**src/hdl/rcm_pkg.sv**
```systemverilog
// Shared types, constants and helper functions for the wing channel mixer.
package rcm_pkg;

    localparam int VAL_W = 24;          // internal signed value width
    localparam int FAC_W = 9;           // percent factor width
    localparam int CH_W = 12;           // channel field width
    localparam int NUM_MIX = 10;
    localparam int NUM_CH = 8;
    localparam int ADDR_W = 6;
    localparam int DATA_W = 64;
    localparam int PCT_W = 40;

    localparam int DEF_CHANNEL_LIMIT = 1250;
    localparam int DEF_CHANNEL_PER_PERCENT = 10;

    // divide by 100 via reciprocal: q = (|p| * RECIP) >> RECIP_SHIFT, exact for |p| < 2**23
    localparam int MAG_W = 23;
    localparam int RECIP_W = 24;
    localparam logic [RECIP_W-1:0] RECIP = 24'd10737419;
    localparam int RECIP_SHIFT = 30;
    localparam int PCT_SCALE = 100;

    // cross mix numbers
    localparam int XM_AIL_RUD = 0;
    localparam int XM_AIL_FLP = 1;
    localparam int XM_SPL_AIL = 2;
    localparam int XM_SPL_FLP = 3;
    localparam int XM_SPL_ELV = 4;
    localparam int XM_FLP_AIL = 5;
    localparam int XM_FLP_ELV = 6;
    localparam int XM_ELV_AIL = 7;
    localparam int XM_ELV_FLP = 8;
    localparam int XM_RUD_ELV = 9;

    // channel slots
    localparam int CH_AIL = 0;
    localparam int CH_AIL2 = 1;
    localparam int CH_ELV = 2;
    localparam int CH_RUD = 3;
    localparam int CH_FLP = 4;
    localparam int CH_FLP2 = 5;
    localparam int CH_SPL = 6;
    localparam int CH_SPL2 = 7;

    typedef logic signed [VAL_W-1:0] t_val;
    typedef logic signed [FAC_W-1:0] t_fac;

    typedef enum logic [1:0] {
        WING_NORMAL = 2'd0,
        WING_DELTA  = 2'd1,
        WING_VTAIL  = 2'd2,
        WING_NONE   = 2'd3
    } t_wing;

    typedef enum logic [2:0] {
        REG_WING_MODE = 3'd0,
        REG_DIFF_PCT  = 3'd1,
        REG_MIX_PCT_A = 3'd2,
        REG_MIX_PCT_B = 3'd3,
        REG_MIX_OFF_A = 3'd4,
        REG_MIX_OFF_B = 3'd5
    } t_reg_idx;

    typedef struct packed {
        t_wing              wing_mode;
        logic signed [7:0]  diff_pct;
        logic [PCT_W-1:0]   mix_pct_a;
        logic [PCT_W-1:0]   mix_pct_b;
        logic [PCT_W-1:0]   mix_off_a;
        logic [PCT_W-1:0]   mix_off_b;
    } t_cfg;

    typedef struct packed {
        logic signed [CH_W-1:0] ail_in;
        logic signed [CH_W-1:0] ail2_in;
        logic signed [CH_W-1:0] elv_in;
        logic signed [CH_W-1:0] rud_in;
        logic signed [CH_W-1:0] flp_in;
        logic signed [CH_W-1:0] spl_in;
        logic signed [CH_W-1:0] ail_trim;
        logic                   diff_on;
        logic [NUM_MIX-1:0]     mix_on;
    } t_in_word;

    typedef struct packed {
        logic signed [CH_W-1:0] ail_out;
        logic signed [CH_W-1:0] ail2_out;
        logic signed [CH_W-1:0] elv_out;
        logic signed [CH_W-1:0] rud_out;
        logic signed [CH_W-1:0] flp_out;
        logic signed [CH_W-1:0] flp2_out;
        logic signed [CH_W-1:0] spl_out;
        logic signed [CH_W-1:0] spl2_out;
    } t_out_word;

    typedef struct packed {
        t_val first;
        t_val second;
    } t_pair;

    function automatic logic signed [7:0] byte_of(logic [PCT_W-1:0] a, logic [PCT_W-1:0] b,
                                                 int k);
        logic signed [7:0] v;
        if (k < 5) v = a[8*k +: 8];
        else       v = b[8*(k-5) +: 8];
        return v;
    endfunction

    function automatic t_val clamp(t_val v, t_val lim);
        t_val o;
        if (v > lim)       o = lim;
        else if (v < -lim) o = -lim;
        else               o = v;
        return o;
    endfunction

    // 100 - |diff|
    function automatic t_fac diff_factor(logic signed [7:0] p);
        t_fac ap;
        ap = (p < 0) ? -FAC_W'(p) : FAC_W'(p);
        return t_fac'(FAC_W'(PCT_SCALE)) - ap;
    endfunction

    // differential split of x against trim t, r = trunc((x-t)*factor/100)
    function automatic t_pair split(t_val x, t_val t, t_val r, logic on, logic pos);
        t_pair o;
        t_val  d;
        d = x - t;
        if (!on) begin
            o.first = x;
            o.second = -x;
        end else if (pos == (d > 0)) begin
            o.first = x;
            o.second = -t - r;
        end else begin
            o.first = t + r;
            o.second = -x;
        end
        return o;
    endfunction

endpackage

```
**src/hdl/rcm_scale.sv**
```systemverilog
// Three-stage lane: q = trunc(a * b / 100), divide done by reciprocal multiply.
module rcm_scale
    import rcm_pkg::*;
(
    input  logic i_clk,
    input  t_val i_a,
    input  t_fac i_b,
    output t_val o_q
);

    logic signed [VAL_W+FAC_W-1:0] n_prod;
    t_val                          r_prod;
    logic [MAG_W-1:0]              n_mag;
    logic [MAG_W+RECIP_W-1:0]      r_scaled;
    logic                          r_neg;
    t_val                          n_q;
    t_val                          r_q;

    assign n_prod = i_a * i_b;
    assign n_mag = (r_prod < 0) ? MAG_W'(-r_prod) : MAG_W'(r_prod);

    always_comb begin
        n_q = t_val'(VAL_W'(r_scaled[MAG_W+RECIP_W-1:RECIP_SHIFT]));
        if (r_neg) n_q = -n_q;
    end

    always_ff @(posedge i_clk) begin
        r_prod <= VAL_W'(n_prod);
        r_scaled <= (MAG_W+RECIP_W)'(n_mag) * (MAG_W+RECIP_W)'(RECIP);
        r_neg <= r_prod < 0;
        r_q <= n_q;
    end

    assign o_q = r_q;

endmodule

```
**config.mk**
```make
export PLATFORM = sky130hd
export DESIGN_NAME = rcm_scale
export DESIGN_NICKNAME = d
export VERILOG_FILES = /design/src/hdl/rcm_pkg.sv /design/src/hdl/rcm_scale.sv
export SDC_FILE = /design/constraint.sdc
export NUM_CORES = 1
export LEC_CHECK = 0
export BUFFER_PORTS_ARGS = -buffer_cell sky130_fd_sc_hd__buf_4
export CAP_MARGIN = 25
export CORE_ASPECT_RATIO = 1.1
export CORE_MARGIN = 5
export CORE_UTILIZATION = 40
export DETAILED_ROUTE_END_ITERATION = 8
export PLACE_DENSITY = 0.58
export RECOVER_POWER = 50
export SLEW_MARGIN = 20
export SYNTH_ARGS = -nofsm -noshare
export SYNTH_HDL_FRONTEND = slang
export SYNTH_SLANG_ARGS = --single-unit
```
**constraint.sdc**
```tcl
create_clock -name i_clk -period 10.4 [get_ports i_clk]
set_input_delay 1.04 -clock i_clk [delete_from_list [all_inputs] [get_ports i_clk]]
set_output_delay 1.04 -clock i_clk [all_outputs]
set_load 0.05 [all_outputs]
```
Word level (Yosys, flattened, before mapping)
Index checks and enable logic that the tools add are counted.
{"block": "word_totals", "regBits": 96, "in_bits": 34}
{"block": "op_classes", "n_addsub": 2, "mul": 2, "n_lt_le_gt_ge": 1, "mux": 2}
{"cell": "23-bit by 24-bit multiplier with 47-bit output (second input constant)", "n": 1}
{"cell": "24-bit by 1-bit < comparator with 1-bit output (second input constant)", "n": 1}
{"cell": "24-bit by 9-bit multiplier with 24-bit output", "n": 1}
{"cell": "17-bit negation with 24-bit output", "n": 1}
{"cell": "23-bit two-way mux", "n": 1}
{"cell": "23-bit negation", "n": 1}
{"cell": "17-bit two-way mux", "n": 1}

Longest topological paths before layout
{"block": "logic_depth", "word_depth": 3, "depth_mapped": 31, "mapped_depth_nobuf": 31}

Worst setup path before layout
No wires, ideal clock.
{"block": "synth_timing", "path_type": "register -> register", "start": "reg r_prod[7]", "end": "reg r_scaled[45]", "arrival_ns": 7.799, "slack_ns": 2.495, "path_stages_with_launch": 28, "path_buffers": 0, "synth_period_minus_slack_ns": 7.905, "cell_sequence": "dfxtp_1 > or4_4 > or3_4 > or3_4 > or4_4 > o21ai_4 > xnor2_2 > inv_1 > ha_1 > xnor2_1 > ha_1 > a21o_1 > fa_1 > fa_1 > fa_1 > fa_1 > inv_1 > fa_1 > inv_1 > ha_1 > nand4_1 > nor2_1 > nand4_1 > nor4_1 > o21ai_0 > a211o_1 > a211o_1 > o311ai_0"}
{"block": "synth_between", "elab_chain_len": 3}
{"item": "from (decl)", "line_no": "rcm_scale.sv:12", "source": "t_val r_prod;"}
{"item": "from (signal assigned)", "line_no": "rcm_scale.sv:28", "source": "r_prod <= VAL_W'(n_prod);"}
{"item": "23-bit negation / 24-bit by 1-bit < comparator with 1-bit output (equally long branches)", "line_no": "rcm_scale.sv:20", "source": "assign n_mag = (r_prod < 0) ? MAG_W'(-r_prod) : MAG_W'(r_prod);"}
{"item": "23-bit two-way mux (*)", "line_no": "rcm_scale.sv:20"}
{"item": "23-bit by 24-bit multiplier with 47-bit output (*)", "line_no": "rcm_scale.sv:29", "source": "r_scaled <= (MAG_W+RECIP_W)'(n_mag) * (MAG_W+RECIP_W)'(RECIP);"}
{"item": "to (signal assigned)", "line_no": "rcm_scale.sv:29"}
{"item": "to (decl)", "line_no": "rcm_scale.sv:14", "source": "logic [MAG_W+RECIP_W-1:0] r_scaled;"}
Mark *: on every way between the ends. The rest lies on a longest branch, timed or not.
A chain may end at the register's enable or synchronous reset.

Final worst setup path
{"block": "layout_timing", "start": "reg r_prod[0]", "end": "reg r_scaled[45]"}
The elaborated chain is that of the path after synthesis.

==> key figures <==
Floorplanning
  • Die H: around 220 µm
  • Die area: 45,550 µm²
  • Core Region: around 40,000 µm²
  • Die X: a little over 200 µm
  • Initial Utilization: 0.4028
  • I/O pin total: a little under 60
  • Site Rows: about 80

Drt
  • Vias per cell: between 4 and 5
  • Post-route antenna net violation count: 0
  • DRT iter0 DRCs: between 300 and 400
  • Routed length per placed instance: roughly 16 µm
  • Vias: 11,110
  • DR DRC count: 0
  • Initial DRT Pass Iterations: 4
  • Post-Route WL: 38,120 µm

Critical path
  • Nature of the critical path startpoint: flip-flop
  • Reg2reg start: r_prod[0]$_DFF_P_
  • Slowest stage delay, CP: about 0.76 ns
  • Setup CP Type: reg2reg
  • CP endpoint kind: flip-flop
  • CP arrival: about 9 ns
  • Reg2reg path depth: 26
  • Most Frequent Cell on Critical Path: fa_1
  • FF-to-FF setup slack: between 1.5 and 2 ns
  • CP max stage cell: xnor2_1
  • Worst R2R End: r_scaled[45]$_DFF_P_
  • Critical-path maximum fanout: 12
  • Worst endpoint required time: roughly 11 ns

Timing
  • Final setup violation count: 0
  • Setup TNS: 0 ns
  • RSZ-0062 raised after global routing: false
  • Post-layout minimum cycle time: between 8 and 9 ns
  • Fin crit share: 0.8474
  • Final hold viol count: 0
  • F_max: 0.1135 GHz
  • Clock Skew: approximately 0.014 ns
  • Relative slew margins: 0.2774
  • Slew @ Worst Pin: 1.084 ns
  • Fin. max-slew vios: 0

Yosys
  • Main combinational cell family by area after synthesis: adder cells
  • Prevailing post-synth register cell: dfxtp_1
  • Synth Register Bits: 66
  • Mapped cell area: 16,550 µm²
  • Post-Synth Adder-Cell Area: 0.6042
  • Synthesized area per cell: 9.528 µm²
  • Post-Syn Instances: 1,737
  • Mux cell area share after synthesis: 0.0006048
  • Number of synthesized flops with an enable pin: 0
  • Ys Warns: 0
  • Synth Area in Compound Gates: 0.05723
  • Register area share after synthesis: 0.07983
  • Distinct cells, synth: 52
  • Async SR Flop Fraction: 0
  • Simple-gate area share of the yosys netlist: 0.09797
  • Post-Syn Nets: about 2,400
  • XOR/XNOR Fraction of Synth Area: 0.04543

Place
  • HPWL after DPL: 34,020 µm
  • Routability cong.: between 0.9 and 1
  • IO buf count: 57

Global route
  • Gr usage total: 0.1755
  • Initial antenna violation count: 0
  • Global-route wire length before repair: 63,820 µm
  • Largest net degree at the start of global routing: 25
  • Vias in the first global route: around 12,000
  • GRT Residual Overflow: 0

Clock tree
  • Post-cts sizing count: 0
  • TritonCTS clock tree: built
  • CTS buffer count: 9
  • Root buf cell: clkbuf_16
  • Maximum clock path buffer count: 2
  • H-tree Lvls: 3
  • Setup bufs post-CTS: 0
  • Cts hold-fix bufs: 0
  • Clock sinks: 66
  • Clock slew at reported path FFs: ~0.06 ns
  • Clock latency on the worst-skew pair: roughly 0.35 ns

Hold path
  • Hold Path Stages: 0
  • Worst Hold Class: reg2reg
  • WHS Endpoint: o_q[0]$_DFF_P_
  • Min-delay src: r_scaled[30]$_DFF_P_

Finish
  • Final Core Density: 0.4333
  • Antenna Cells: 0
  • Nets: approximately 2,400
  • Commonest non-fill, non-tap cell in the layout: inv_1
  • Synth-to-layout area growth: 7.560%
  • Layout cell share with drive strength beyond 1: 0.03874
  • Commonest non-fill, non-tap cells in the layout: 470 x inv_1, 317 x fa_1, 292 x ha_1

Job
  • Number of max-cap violations: 0

Outcome
  • Status: completed
[layout make-up]
class	instances	area, µm²
Fill cell	4037	23280
Multi-Input combinational cell	1165	13330
Inverter	470	1764
Sequential cell	66	1321
Tap cell	560	700.7
Timing Repair Buffer	64	386.6
Clock buffer	12	266.5
Clock inverter	4	32.53
[synth_stat cells (all sizes together), types with 3 or more instances]
master / count / area (µm²)
or3: 6 / 47.54
a21o: 9 / 67.56
and3: 3 / 18.77
nor2b: 8 / 50.05
nor4: 5 / 31.28
nor3: 9 / 45.04
and2: 65 / 409.1
nand4: 7 / 43.79
o21a: 15 / 112.6
xnor2: 68 / 603.1
or4: 6 / 52.55
clkbuf: 36 / 135.1
o21ai: 26 / 141.4
fa: 317 / 6346
nand3: 7 / 35.03
o31ai: 12 / 90.09
nand2: 147 / 551.8
o22ai: 3 / 18.77
o41ai: 7 / 68.82
a211oi: 6 / 45.04
dfxtp: 66 / 1321
nor2: 31 / 116.4
nand2b: 25 / 156.4
ha: 292 / 3654
a31oi: 6 / 37.54
a21oi: 39 / 195.2
or2: 5 / 31.28
xor2: 17 / 148.9
inv: 470 / 1764
a211o: 3 / 26.28
[per-stage QoR]
| step | worst slack (ns) | hold slack [ns] | std cells | cell area (µm²) |
|---|---|---|---|---|
| after floorplan | 2.495 | 0.3629 | 1737 | 16550 |
| after global placement | 1.645 | 0.3832 | 2325 | 17600 |
| after detailed placement | 1.554 | 0.3823 | 2325 | 17600 |
| after CTS | 1.518 | 0.3900 | 2341 | 17900 |
| after global routing | 0.9314 | 0.4209 | 2341 | 17800 |
| final | 1.587 | 0.3849 | 2341 | 17800 |
[sequential cells by signal, indices dropped and copies added, names as in the netlist]
register  cells
o_q          24
r_neg         1
r_prod       24
r_scaled     17
[per-layer routing]
layer  wire length, µm  global-route usage  up-vias
met5                 0                   0        -
met4               490             0.02918        0
met3              1149             0.01643       31
met2             19670              0.3221      168
met1             16800              0.2284     5535
li1                  -                   -     5376
[kinds of logic (layout without fill, tap and decap cells)]
kind of cell | after synthesis | after routing
and+or+nand+nor | 328 | 328
AOI/OAI and AO/OA | 142 | 142
muxes | 1 | 1
xor gates and xnor gates | 85 | 85
buffers and inverters | 506 | 550
adders and majority gates | 609 | 609
DFF | 66 | 66
[worst max-delay path: cells and delay by family, from the launching register on]
family	cells	cell delay (ns)
fa+ha+maj	9	4.13
simple gates	6	1.28
compound gates	5	1.25
xor+xnor	1	0.76
flops	1	0.73
buf+inv	5	0.52
[worst max-delay path by stage]
stage | cells past startpoint | start | end
finish | 26 | r_prod[0]$_DFF_P_ | r_scaled[45]$_DFF_P_
global route | 25 | r_prod[0]$_DFF_P_ | r_scaled[45]$_DFF_P_
CTS | 25 | r_prod[0]$_DFF_P_ | r_scaled[45]$_DFF_P_
detailed placement | 25 | r_prod[0]$_DFF_P_ | r_scaled[45]$_DFF_P_
global placement | 25 | r_prod[0]$_DFF_P_ | r_scaled[45]$_DFF_P_
floorplan | 27 | r_prod[7]$_DFF_P_ | r_scaled[45]$_DFF_P_
Power is left out: the tool's default activity adds up to more than one toggle a clock period on the data nets, which glitch-free logic cannot reach.
