### src/hdl/rcm_pkg.sv
// Shared types, constants and helper functions for the wing channel mixer.
package rcm_pkg;

    localparam int VAL_W = 24;          // internal signed value width
    localparam int FAC_W = 9;           // percent factor width
    localparam int CH_W = 12;           // channel field width
    localparam int NUM_MIX = 10;
    localparam int NUM_CH = 8;
    localparam int ADDR_W = 6;
    localparam int DATA_W = 64;
    localparam int PCT_W = 40;

    localparam int DEF_CHANNEL_LIMIT = 1250;
    localparam int DEF_CHANNEL_PER_PERCENT = 10;

    // divide by 100 via reciprocal: q = (|p| * RECIP) >> RECIP_SHIFT, exact for |p| < 2**23
    localparam int MAG_W = 23;
    localparam int RECIP_W = 24;
    localparam logic [RECIP_W-1:0] RECIP = 24'd10737419;
    localparam int RECIP_SHIFT = 30;
    localparam int PCT_SCALE = 100;

    // cross mix numbers
    localparam int XM_AIL_RUD = 0;
    localparam int XM_AIL_FLP = 1;
    localparam int XM_SPL_AIL = 2;
    localparam int XM_SPL_FLP = 3;
    localparam int XM_SPL_ELV = 4;
    localparam int XM_FLP_AIL = 5;
    localparam int XM_FLP_ELV = 6;
    localparam int XM_ELV_AIL = 7;
    localparam int XM_ELV_FLP = 8;
    localparam int XM_RUD_ELV = 9;

    // channel slots
    localparam int CH_AIL = 0;
    localparam int CH_AIL2 = 1;
    localparam int CH_ELV = 2;
    localparam int CH_RUD = 3;
    localparam int CH_FLP = 4;
    localparam int CH_FLP2 = 5;
    localparam int CH_SPL = 6;
    localparam int CH_SPL2 = 7;

    typedef logic signed [VAL_W-1:0] t_val;
    typedef logic signed [FAC_W-1:0] t_fac;

    typedef enum logic [1:0] {
        WING_NORMAL = 2'd0,
        WING_DELTA  = 2'd1,
        WING_VTAIL  = 2'd2,
        WING_NONE   = 2'd3
    } t_wing;

    typedef enum logic [2:0] {
        REG_WING_MODE = 3'd0,
        REG_DIFF_PCT  = 3'd1,
        REG_MIX_PCT_A = 3'd2,
        REG_MIX_PCT_B = 3'd3,
        REG_MIX_OFF_A = 3'd4,
        REG_MIX_OFF_B = 3'd5
    } t_reg_idx;

    typedef struct packed {
        t_wing              wing_mode;
        logic signed [7:0]  diff_pct;
        logic [PCT_W-1:0]   mix_pct_a;
        logic [PCT_W-1:0]   mix_pct_b;
        logic [PCT_W-1:0]   mix_off_a;
        logic [PCT_W-1:0]   mix_off_b;
    } t_cfg;

    typedef struct packed {
        logic signed [CH_W-1:0] ail_in;
        logic signed [CH_W-1:0] ail2_in;
        logic signed [CH_W-1:0] elv_in;
        logic signed [CH_W-1:0] rud_in;
        logic signed [CH_W-1:0] flp_in;
        logic signed [CH_W-1:0] spl_in;
        logic signed [CH_W-1:0] ail_trim;
        logic                   diff_on;
        logic [NUM_MIX-1:0]     mix_on;
    } t_in_word;

    typedef struct packed {
        logic signed [CH_W-1:0] ail_out;
        logic signed [CH_W-1:0] ail2_out;
        logic signed [CH_W-1:0] elv_out;
        logic signed [CH_W-1:0] rud_out;
        logic signed [CH_W-1:0] flp_out;
        logic signed [CH_W-1:0] flp2_out;
        logic signed [CH_W-1:0] spl_out;
        logic signed [CH_W-1:0] spl2_out;
    } t_out_word;

    typedef struct packed {
        t_val first;
        t_val second;
    } t_pair;

    function automatic logic signed [7:0] byte_of(logic [PCT_W-1:0] a, logic [PCT_W-1:0] b,
                                                 int k);
        logic signed [7:0] v;
        if (k < 5) v = a[8*k +: 8];
        else       v = b[8*(k-5) +: 8];
        return v;
    endfunction

    function automatic t_val clamp(t_val v, t_val lim);
        t_val o;
        if (v > lim)       o = lim;
        else if (v < -lim) o = -lim;
        else               o = v;
        return o;
    endfunction

    // 100 - |diff|
    function automatic t_fac diff_factor(logic signed [7:0] p);
        t_fac ap;
        ap = (p < 0) ? -FAC_W'(p) : FAC_W'(p);
        return t_fac'(FAC_W'(PCT_SCALE)) - ap;
    endfunction

    // differential split of x against trim t, r = trunc((x-t)*factor/100)
    function automatic t_pair split(t_val x, t_val t, t_val r, logic on, logic pos);
        t_pair o;
        t_val  d;
        d = x - t;
        if (!on) begin
            o.first = x;
            o.second = -x;
        end else if (pos == (d > 0)) begin
            o.first = x;
            o.second = -t - r;
        end else begin
            o.first = t + r;
            o.second = -x;
        end
        return o;
    endfunction

endpackage

### src/hdl/rcm_regs.sv
// Configuration register file behind the APB port.
module rcm_regs
    import rcm_pkg::*;
(
    input  logic              i_clk,
    input  logic              i_rst_n,
    input  logic              psel,
    input  logic              penable,
    input  logic              pwrite,
    input  logic [ADDR_W-1:0] paddr,
    input  logic [DATA_W-1:0] pwdata,
    output logic [DATA_W-1:0] prdata,
    output logic              pready,
    output t_cfg              o_cfg
);

    t_cfg     r_cfg;
    t_reg_idx idx;
    logic     wr;

    assign idx = t_reg_idx'(paddr[ADDR_W-1:3]);
    assign wr = psel && penable && pwrite;
    assign pready = 1'b1;
    assign o_cfg = r_cfg;

    always_ff @(posedge i_clk) begin
        if (!i_rst_n) begin
            r_cfg <= '0;
        end else if (wr) begin
            case (idx)
                REG_WING_MODE: r_cfg.wing_mode <= t_wing'(pwdata[1:0]);
                REG_DIFF_PCT:  r_cfg.diff_pct <= pwdata[7:0];
                REG_MIX_PCT_A: r_cfg.mix_pct_a <= pwdata[PCT_W-1:0];
                REG_MIX_PCT_B: r_cfg.mix_pct_b <= pwdata[PCT_W-1:0];
                REG_MIX_OFF_A: r_cfg.mix_off_a <= pwdata[PCT_W-1:0];
                REG_MIX_OFF_B: r_cfg.mix_off_b <= pwdata[PCT_W-1:0];
                default: ;
            endcase
        end
    end

    always_comb begin
        case (idx)
            REG_WING_MODE: prdata = DATA_W'(r_cfg.wing_mode);
            REG_DIFF_PCT:  prdata = DATA_W'($unsigned(r_cfg.diff_pct));
            REG_MIX_PCT_A: prdata = DATA_W'(r_cfg.mix_pct_a);
            REG_MIX_PCT_B: prdata = DATA_W'(r_cfg.mix_pct_b);
            REG_MIX_OFF_A: prdata = DATA_W'(r_cfg.mix_off_a);
            REG_MIX_OFF_B: prdata = DATA_W'(r_cfg.mix_off_b);
            default:       prdata = '0;
        endcase
    end

endmodule

### config.mk
export PLATFORM = sky130hd
export DESIGN_NAME = rcm_regs
export DESIGN_NICKNAME = d
export VERILOG_FILES = /design/src/hdl/rcm_pkg.sv /design/src/hdl/rcm_regs.sv
export SDC_FILE = /design/constraint.sdc
export NUM_CORES = 1
export LEC_CHECK = 0
export BUFFER_PORTS_ARGS = -buffer_cell sky130_fd_sc_hd__buf_2
export CAP_MARGIN = 20
export CORE_MARGIN = 5
export CORE_UTILIZATION = 54
export CTS_BUF_LIST = sky130_fd_sc_hd__clkbuf_8
export DETAILED_ROUTE_END_ITERATION = 6
export GPL_ROUTABILITY_DRIVEN = 0
export PLACE_DENSITY = 0.93
export RECOVER_POWER = 100
export SLEW_MARGIN = 20
export SYNTH_ARGS = -nofsm -noshare
export SYNTH_HDL_FRONTEND = slang
export SYNTH_SLANG_ARGS = --single-unit
### constraint.sdc
create_clock -name i_clk -period 3.2 [get_ports i_clk]
set_input_delay 0.16 -clock i_clk [delete_from_list [all_inputs] [get_ports i_clk]]
set_output_delay 0.16 -clock i_clk [all_outputs]
set_load 0.03 [all_outputs]
======== Word-level counts from Yosys, hierarchy flattened ========
Cells that the tools add are included.
word-level totals
  output and inout port bits .............. 235
  input port bits ......................... 75
  register bits after elaboration ......... 170
cells by class
  muxes and demuxes ....................... 1
  reduce and logical (&&, ||, !) cells .... 9
  equal/unequal tests ..................... 5
operators by type and width
  kind                                                                    number
  40-bit one-hot mux with 6 select lines                                  1
  2-bit AND reduction                                                     6
  3-bit by 2-bit equality test with 1-bit output (second input constant)  2
  3-bit equality test (second input constant)                             2
  3-bit by 1-bit equality test with 1-bit output (second input constant)  1
  3-bit zero test                                                         1
  1-bit logical AND                                                       2

======== Longest topological paths before layout ========
Gate-level depths: netlist of run 1.
  depth after elaboration ................. 3
  mapped depth ............................ 6
  gate-level depth less buffers ........... 3

======== Worst setup path before layout of run 1 ========
Ideal clock, no wire load.
  kind .................................... in2out
  start point ............................. input paddr[5]
  end point ............................... output prdata[10]
  path slack .............................. 1.686 ns
  buffers on the path ..................... 3
  data arrival time ....................... 1.354 ns
  data required time ...................... 3.040 ns
  stages on the path ...................... 5
  cell sequence ........................... buf_2 > nand2b_1 > buf_2 > clkbuf_1 > o22ai_1
on the way
  cells in the longest elaborated chain, start to end .. 2
  elaborated cells between the ends (all ways) .. 7
  those cells by class .................... eq/ne (5); mux (1); reduce/logical (1)
ends and longest elaborated chain
  element                                            RTL line        RTL
  start, declared                                    rcm_regs.sv:10  input logic [ADDR_W-1:0] paddr,
  3-bit equality test, or another cell as far along  rcm_regs.sv:43  case (idx)
  40-bit one-hot mux with 6 select lines *           rcm_regs.sv:43
  end, declared                                      rcm_regs.sv:12  output logic [DATA_W-1:0] prdata,
Mark *: on every way between the ends. The rest lies on a longest branch, timed or not.

======== Worst setup path after layout of run 1 ========
  start point ............................. input paddr[5]
  end point ............................... register r_cfg, in the netlist o_cfg[11]
on the way
  cells in the longest elaborated chain, start to end .. 2
ends and longest elaborated chain
  element                               RTL line        RTL
  3-bit equality test                   rcm_regs.sv:30  case (idx)
  2-bit AND reduction (no source line)  --
  end, declared                         rcm_regs.sv:17  t_cfg r_cfg;
No other way between the ends.
A chain may end at the register's enable or synchronous reset.

==> out/qor.yml, run 1 <==
clocking:
  postCtsHoldBufs: 0
  cts_setup_buffers: 0
  clk_pin_slew_ps: 100
  cts_tree: "yes"
  cts.path.max_buffers: 2
  root_buffer: "clkbuf_8"
  numCtsBuffers: 17
  cts-resized-gates: 0
  cts-htree-levels: 4
  cts_num_sinks: 170
  insertion_delay_ps: 430
logic_synthesis:
  synth_area_per_cell_um2: 9.83
  yosysUniqueCellTypes: 21
  synth_top_family_by_area: "multiplexers"
  yosys.area.top_type_share_pct: 44.1
  synth_xor_area_share_pct: 0
  synth_fa_ha_area_share_pct: 0
  async_flop_share_pct: 0
  synth_flop_cell: "dfxtp_1"
  synth.cell_area_um2: 7710
  seq_area_frac_synth_pct: 44.1
  synth-edff-count: 0
  synth_compound_area_share_pct: 4.09
  synthSimpleGateAreaFrac_pct: 12.1
  syn_inst: 784
  ys_warn_count: 0
  yosys.area.top_type: "dfxtp_1"
  ys_ff_latch: 170
  synthMuxAreaShare_pct: 32.8
  synth_top_cells_by_area: "dfxtp_1 44%, mux2i_1 32%, nand2_1 10%, buf_4 3.2%, o22ai_1 2.6%"
critical_path:
  path_class: "in2reg"
  cp_top_family: "simple AND/OR/NAND/NOR gates"
  crit_buf_inv: 2
  r2r_cells: 2
  path_cells: "buf_2 > nand2b_1 > nor2_1 > clkbuf_2 > mux2i_1"
  cp.depth: 5
  crit_arrival_ps: 2850
  cp-end-kind: "flop"
  slowest_stage: "nor2_1"
  crit_required_ps: 3560
  max_stage_delay_ps: 860
  worstPathMaxFanout: 18
  crit_path_start_kind: "input pin"
grt:
  track_usage_pct: 24.6
  grt_max_degree: 95
  grt_pass1_vias: 6411
  grt_pass1_wl_mm: 32.9
  gr-total-overflow: 0
  antenna_found_initial: 0
sta:
  drv_slew: 67
  hold_slack_ps: 43.0
  period_minus_slack_ps: 2480
  tightest_slew_ps: 1680
  rsz0062_at_grt: "no"
  timing.final.hold_violations: 0
  setup_viol: 0
  fin_crit_sh_pct: 77.6
  max_freq_mhz: 403
  skew_ps: 0
  max_slew_margin_pct: -12.9
  setup_tns_ps: 0
floorplan:
  start_util_pct: 55.3
  ios: 310
  core-area_um2: 13900
  die_h_um: 129
  rows: 43
  design.die.area_um2: 16800
  fp.dieW_um: 129
run:
  maxCapViolCount: 4
power_and_ir_drop:
  power.leakage_nw: 3.26
  p_switching_mw: 1.05
  power_density_nw_per_um2: 455
  total_power_mw: 4.12
  p_clk_share_pct: 39.6
  p_int_mw: 3.08
  p_sw_share_pct: 25.4
  pwr-share-comb_pct: 8.4
  ir_drop_mv: 0.289
  seqPwrFrac_pct: 52.0
cells_and_area:
  fin_nets: 1087
  areaGrowthSynthToFinish_pct: 17.6
  antennaDiodeCount: 0
  drive_gt1_share_pct: 9.76
  filler_cell_count: 1219
  largest_reg_flops: 170
  final_area_um2: 9070
hold_path:
  hold-path-cell-count: 3
  hp-class: "in2reg"
drt:
  drt-pass1-iter-count: 5
  drc: 0
  antenna_left: 0
  drt_iter0_drc: 306
  wl_per_cell_um: 17.7
  via_per_inst: 5.47
  drt-total-wl_mm: 21.3
  num_vias: 6589
place:
  dpl-instance-area_um2: 8940
  hpwl_mm: 15.1
  io_buffer_count: 257
run_status:
  status: "finished, violations left"
  violations: "max-capacitance violations, max-slew violations"
metrics by stage:
| step | setup WS [ps] | util [%] | std cells |
|---|---|---|---|
| 2_1_floorplan | 1690 | - | 807 |
| 3_3_place_gp | 1230 | 64.2 | 1173 |
| 3_5_place_dp | 1170 | 64.2 | 1173 |
| 4_1_cts | 1250 | 67.3 | 1205 |
| 5_1_grt | 608 | 65.1 | 1205 |
| 6_report | 717 | 65.1 | 1205 |
power by group through the flow:
stage	clock (mW)	combinational, mW	sequential, mW
floorplan	0	0.249	2.22
CTS	1.66	0.353	2.14
global placement	0	0.348	2.19
detailed placement	0	0.353	2.19
global route	1.76	0.373	2.14
finish	1.63	0.347	2.14
final timing paths:
| kind | from | end | slack (ps) |
|---|---|---|---|
| max reg2reg | o_cfg[121]$_SDFFE_PN0P_ | o_cfg[121]$_SDFFE_PN0P_ | 2510 |
| min | pwdata[13] | o_cfg[93]$_SDFFE_PN0P_ | 40 |
| min reg2reg | o_cfg[142]$_SDFFE_PN0P_ | o_cfg[142]$_SDFFE_PN0P_ | 470 |
| max | paddr[5] | o_cfg[11]$_SDFFE_PN0P_ | 720 |
synthesized netlist by cell type, types with 2 or more instances:
library cell	instances
buf_2	15
buf_6	8
nand2_1	210
nor2_1	6
mux2i_1	246
nand2b_1	2
o22ai_1	32
dfxtp_1	170
clkbuf_1	29
a221oi_1	6
o221ai_1	2
mux2_2	6
conb_1	2
buf_4	33
or3_1	3
o21a_1	6
nor2_4	4
final cells by class:
| class | count | area (um^2) | area share (%) |
|---|---|---|---|
| clock inverter | 15 | 199 | 2.19 |
| sequential | 170 | 3400 | 37.5 |
| multi-input combinational | 552 | 3840 | 42.4 |
| clock buffer | 17 | 234 | 2.58 |
| tap | 180 | 225 | 2.48 |
| timing repair buffer | 271 | 1160 | 12.8 |
worst reg2reg max path: stages, from the launching register on:
cell and delay [ps]:
dfxtp_1 390, nand2_1 80, mux2i_1 140
cell usage in the layout (no fill, tap or decap), types with 4 or more instances in the layout:
| cell | Yosys | routed |
|---|---|---|
| a221oi_1 | 6 | 6 |
| buf_2 | 15 | 48 |
| buf_4 | 33 | 6 |
| bufinv_16 | 0 | 4 |
| clkbuf_1 | 29 | 210 |
| clkbuf_8 | 0 | 17 |
| conb_1 | 2 | 25 |
| dfxtp_1 | 170 | 170 |
| mux2_2 | 6 | 6 |
| mux2i_1 | 246 | 246 |
| nand2_1 | 210 | 210 |
| nor2_1 | 6 | 7 |
| o21a_1 | 6 | 6 |
| o22ai_1 | 32 | 32 |
layer usage:
metal / track usage (%) / vias to the layer above / routed length [um] / share of wire, %
met3: 6.60 / 46 / 1690 / 7.9
met4: 10.4 / 0 / 524 / 2.5
met5: 0 / - / 0 / 0
met2: 41.6 / 286 / 10500 / 50
met1: 29.5 / 3159 / 8510 / 40
li1: - / 3098 / - / -
logic make-up (layout without fill, tap and decap cells):
family          after synthesis  after routing
mux                         252            252
simple gates                229            229
flops                       170            170
buf+inv                      85            303
compound gates               46             46
other cells                   2             25
Power figures use the tool's default switching activity.
==> run 2, diff against run 1 <==
CORE_UTILIZATION = 50   (was 54)
PLACE_DENSITY = 0.87   (was 0.93)
clock period = 2.59 ns   (was 3.2 ns; I/O delays follow)
==> run 2 against run 1 <==
The flow still finishes with violations (max-capacitance violations, max-slew violations). Die area rose by 7.4%. Sequential share of layout area decreased by 1.4 points. Via count increased by 1.4%. First-iteration DRC count is 16% lower. Combinational power up 36%. Design area is 3.8% higher. Sequential cell count unchanged. Worst setup slack worse by 300 ps. Count of clock-buffer cells in the layout up 2. Register-to-register slack worse by 640 ps. Highest routed layer unchanged. Largest cell class unchanged.
==> out/qor.yml, run 2 (synthesis gave the netlist of run 1 again) <==
run_status:
  status: "finished, violations left"
  violations: "max-capacitance violations, max-slew violations"
floorplan:
  design.die.area_um2: 18000  # +7.4%
  die_h_um: 134  # +3.6%
  rows: 45  # +4.7%
  ios: 310  # unchanged
  core-area_um2: 15100  # +8.7%
  start_util_pct: 50.9  # -4.4 points
  fp.dieW_um: 134  # +3.6%
sta:
  setup_viol: 0  # unchanged
  tightest_slew_ps: 1500  # -177 ps
  rsz0062_at_grt: "no"
  period_minus_slack_ps: 2170
  max_slew_margin_pct: -0.220  # +13 points
  setup_tns_ps: 0  # unchanged
  skew_ps: 0  # unchanged
  fin_ws_ps: 421  # -296 ps
  drv_slew: 18  # -73%
  hold_slack_ps: 47.7  # +4.63 ps
  fin_crit_sh_pct: 83.8
  timing.final.hold_violations: 0  # unchanged
  max_freq_mhz: 461
clocking:
  root_buffer: "clkbuf_8"
  insertion_delay_ps: 440  # about the same
  cts.path.max_buffers: 2  # unchanged
  clk_pin_slew_ps: 90  # about the same
  numCtsBuffers: 17  # unchanged
  cts-resized-gates: 0  # unchanged
  cts-htree-levels: 4  # unchanged
  cts_num_sinks: 170  # unchanged
  cts_tree: "yes"
drt:
  antenna_left: 0  # unchanged
  num_vias: 6684  # +1.4%
  drt-total-wl_mm: 21.6  # +1.7%
  drt_iter0_drc: 257  # -16%
  drt-pass1-iter-count: 5  # unchanged
  via_per_inst: 5.38  # -1.7%
  drc: 0  # unchanged
  wl_per_cell_um: 17.4  # -1.4%
power_and_ir_drop:
  p_clk_share_pct: 39.0  # -0.6 points
  seqPwrFrac_pct: 51.8  # -0.2 points
  pwr-share-comb_pct: 9.2  # +0.8 points
  p_int_mw: 3.80  # +23%
  power.leakage_nw: 3.41  # +4.5%
  power_density_nw_per_um2: 544  # +20%
  p_sw_share_pct: 25.8  # +0.39 points
  ir_drop_mv: 0.309  # +6.9%
  p_switching_mw: 1.32  # +26%
place:
  io_buffer_count: 257  # unchanged
  hpwl_mm: 14.4  # -4.8%
  pre_cts_ws_ps: 698  # -469 ps
critical_path:
  worstPathMaxFanout: 19  # +1
  crit_required_ps: 2460  # -1100 ps
  crit_arrival_ps: 2040  # -810 ps
  path_class: "in2out"
  reg2reg_slack_ps: 1870  # -640 ps
  cp-end-kind: "output port"
  crit_path_start_kind: "input pin"
grt:
  gr-total-overflow: 0  # unchanged
  track_usage_pct: 23.3  # -1.2 points
  grt_pass1_wl_mm: 34.4  # +4.5%
  grt_pass1_vias: 6588  # +2.8%
  grt_max_degree: 69  # -27%
  antenna_found_initial: 0  # unchanged
cells_and_area:
  drive_gt1_share_pct: 10.0  # +0.29 points
  largest_reg_flops: 170  # unchanged
  fin_nets: 1117  # +2.8%
  areaGrowthSynthToFinish_pct: 22.0
  filler_cell_count: 1332  # +9.3%
  final_common_cell: "mux2i_1"
  antennaDiodeCount: 0  # unchanged
  final_cell_mix: "246 x mux2i_1, 210 x nand2_1, 207 x clkbuf_1"
hold_path:
  hp-class: "in2reg"
run:
  maxCapViolCount: 1  # -3
-- run 2: cell count changes in the layout (fill, tap and decap cells not counted), moves of 2 or more --
cell / delta
dlygate4sd3_1: +30
clkbuf_1: -3
clkbuf_4: +2
clkbuf_8: +2
-- run 2: layer usage --
| metal | wire [um] | global-route usage, % |
|---|---|---|
| met2 | 10700 | 39.4 |
| met1 | 8700 | 28.3 |
| met5 | 0 | 0 |
| met4 | 607 | 9.56 |
| met3 | 1600 | 5.93 |
-- run 2: final timing paths --
| kind | cells past startpoint | to | start |
|---|---|---|---|
| setup / recovery | 5 | prdata[24] | paddr[5] |
| hold / removal | 3 | o_cfg[116]$_SDFFE_PN0P_ | pwdata[36] |
| setup reg to reg | 2 | o_cfg[24]$_SDFFE_PN0P_ | o_cfg[24]$_SDFFE_PN0P_ |
| hold reg to reg | 2 | o_cfg[86]$_SDFFE_PN0P_ | o_cfg[86]$_SDFFE_PN0P_ |
-- run 2: critical path, stage by stage --
cell	delay (ps)
buf_2	330
nand2b_1	650
buf_12	400
o22ai_1	140
clkbuf_1	370
-- run 2: area by class of cell --
class                      count  area [um^2]  area share, %
tap                          188          235           2.50
clock inverter                13          166           1.77
timing repair buffer         301         1480           15.7
multi-input combinational    552         3860           41.0
sequential                   170         3400           36.2
clock buffer                  19          262           2.78
-- run 2: per-stage QoR --
stage               area [um^2]  power (mW)  util (%)  cells
finish                     9410        5.12      62.1   1243
global route               9410        5.30      62.1   1243
CTS                        9720        5.16      64.2   1243
detailed placement         8990        3.15      59.3   1181
global placement           8990        3.14      59.3   1181
floorplan                  7790        3.05         -    807
-- run 2: repair_timing --
action,CTS,global route
hold buffers,30,0
hold endpoints to repair,101,0
buffers inserted,0,0
-- run 2: power by group through the flow --
stage,clock (mW),combinational (mW),sequential (mW)
floorplan,0,0.308,2.74
global placement,0,0.435,2.71
detailed placement,0,0.440,2.71
CTS,2.04,0.476,2.65
global route,2.15,0.502,2.65
finish,2.00,0.472,2.65
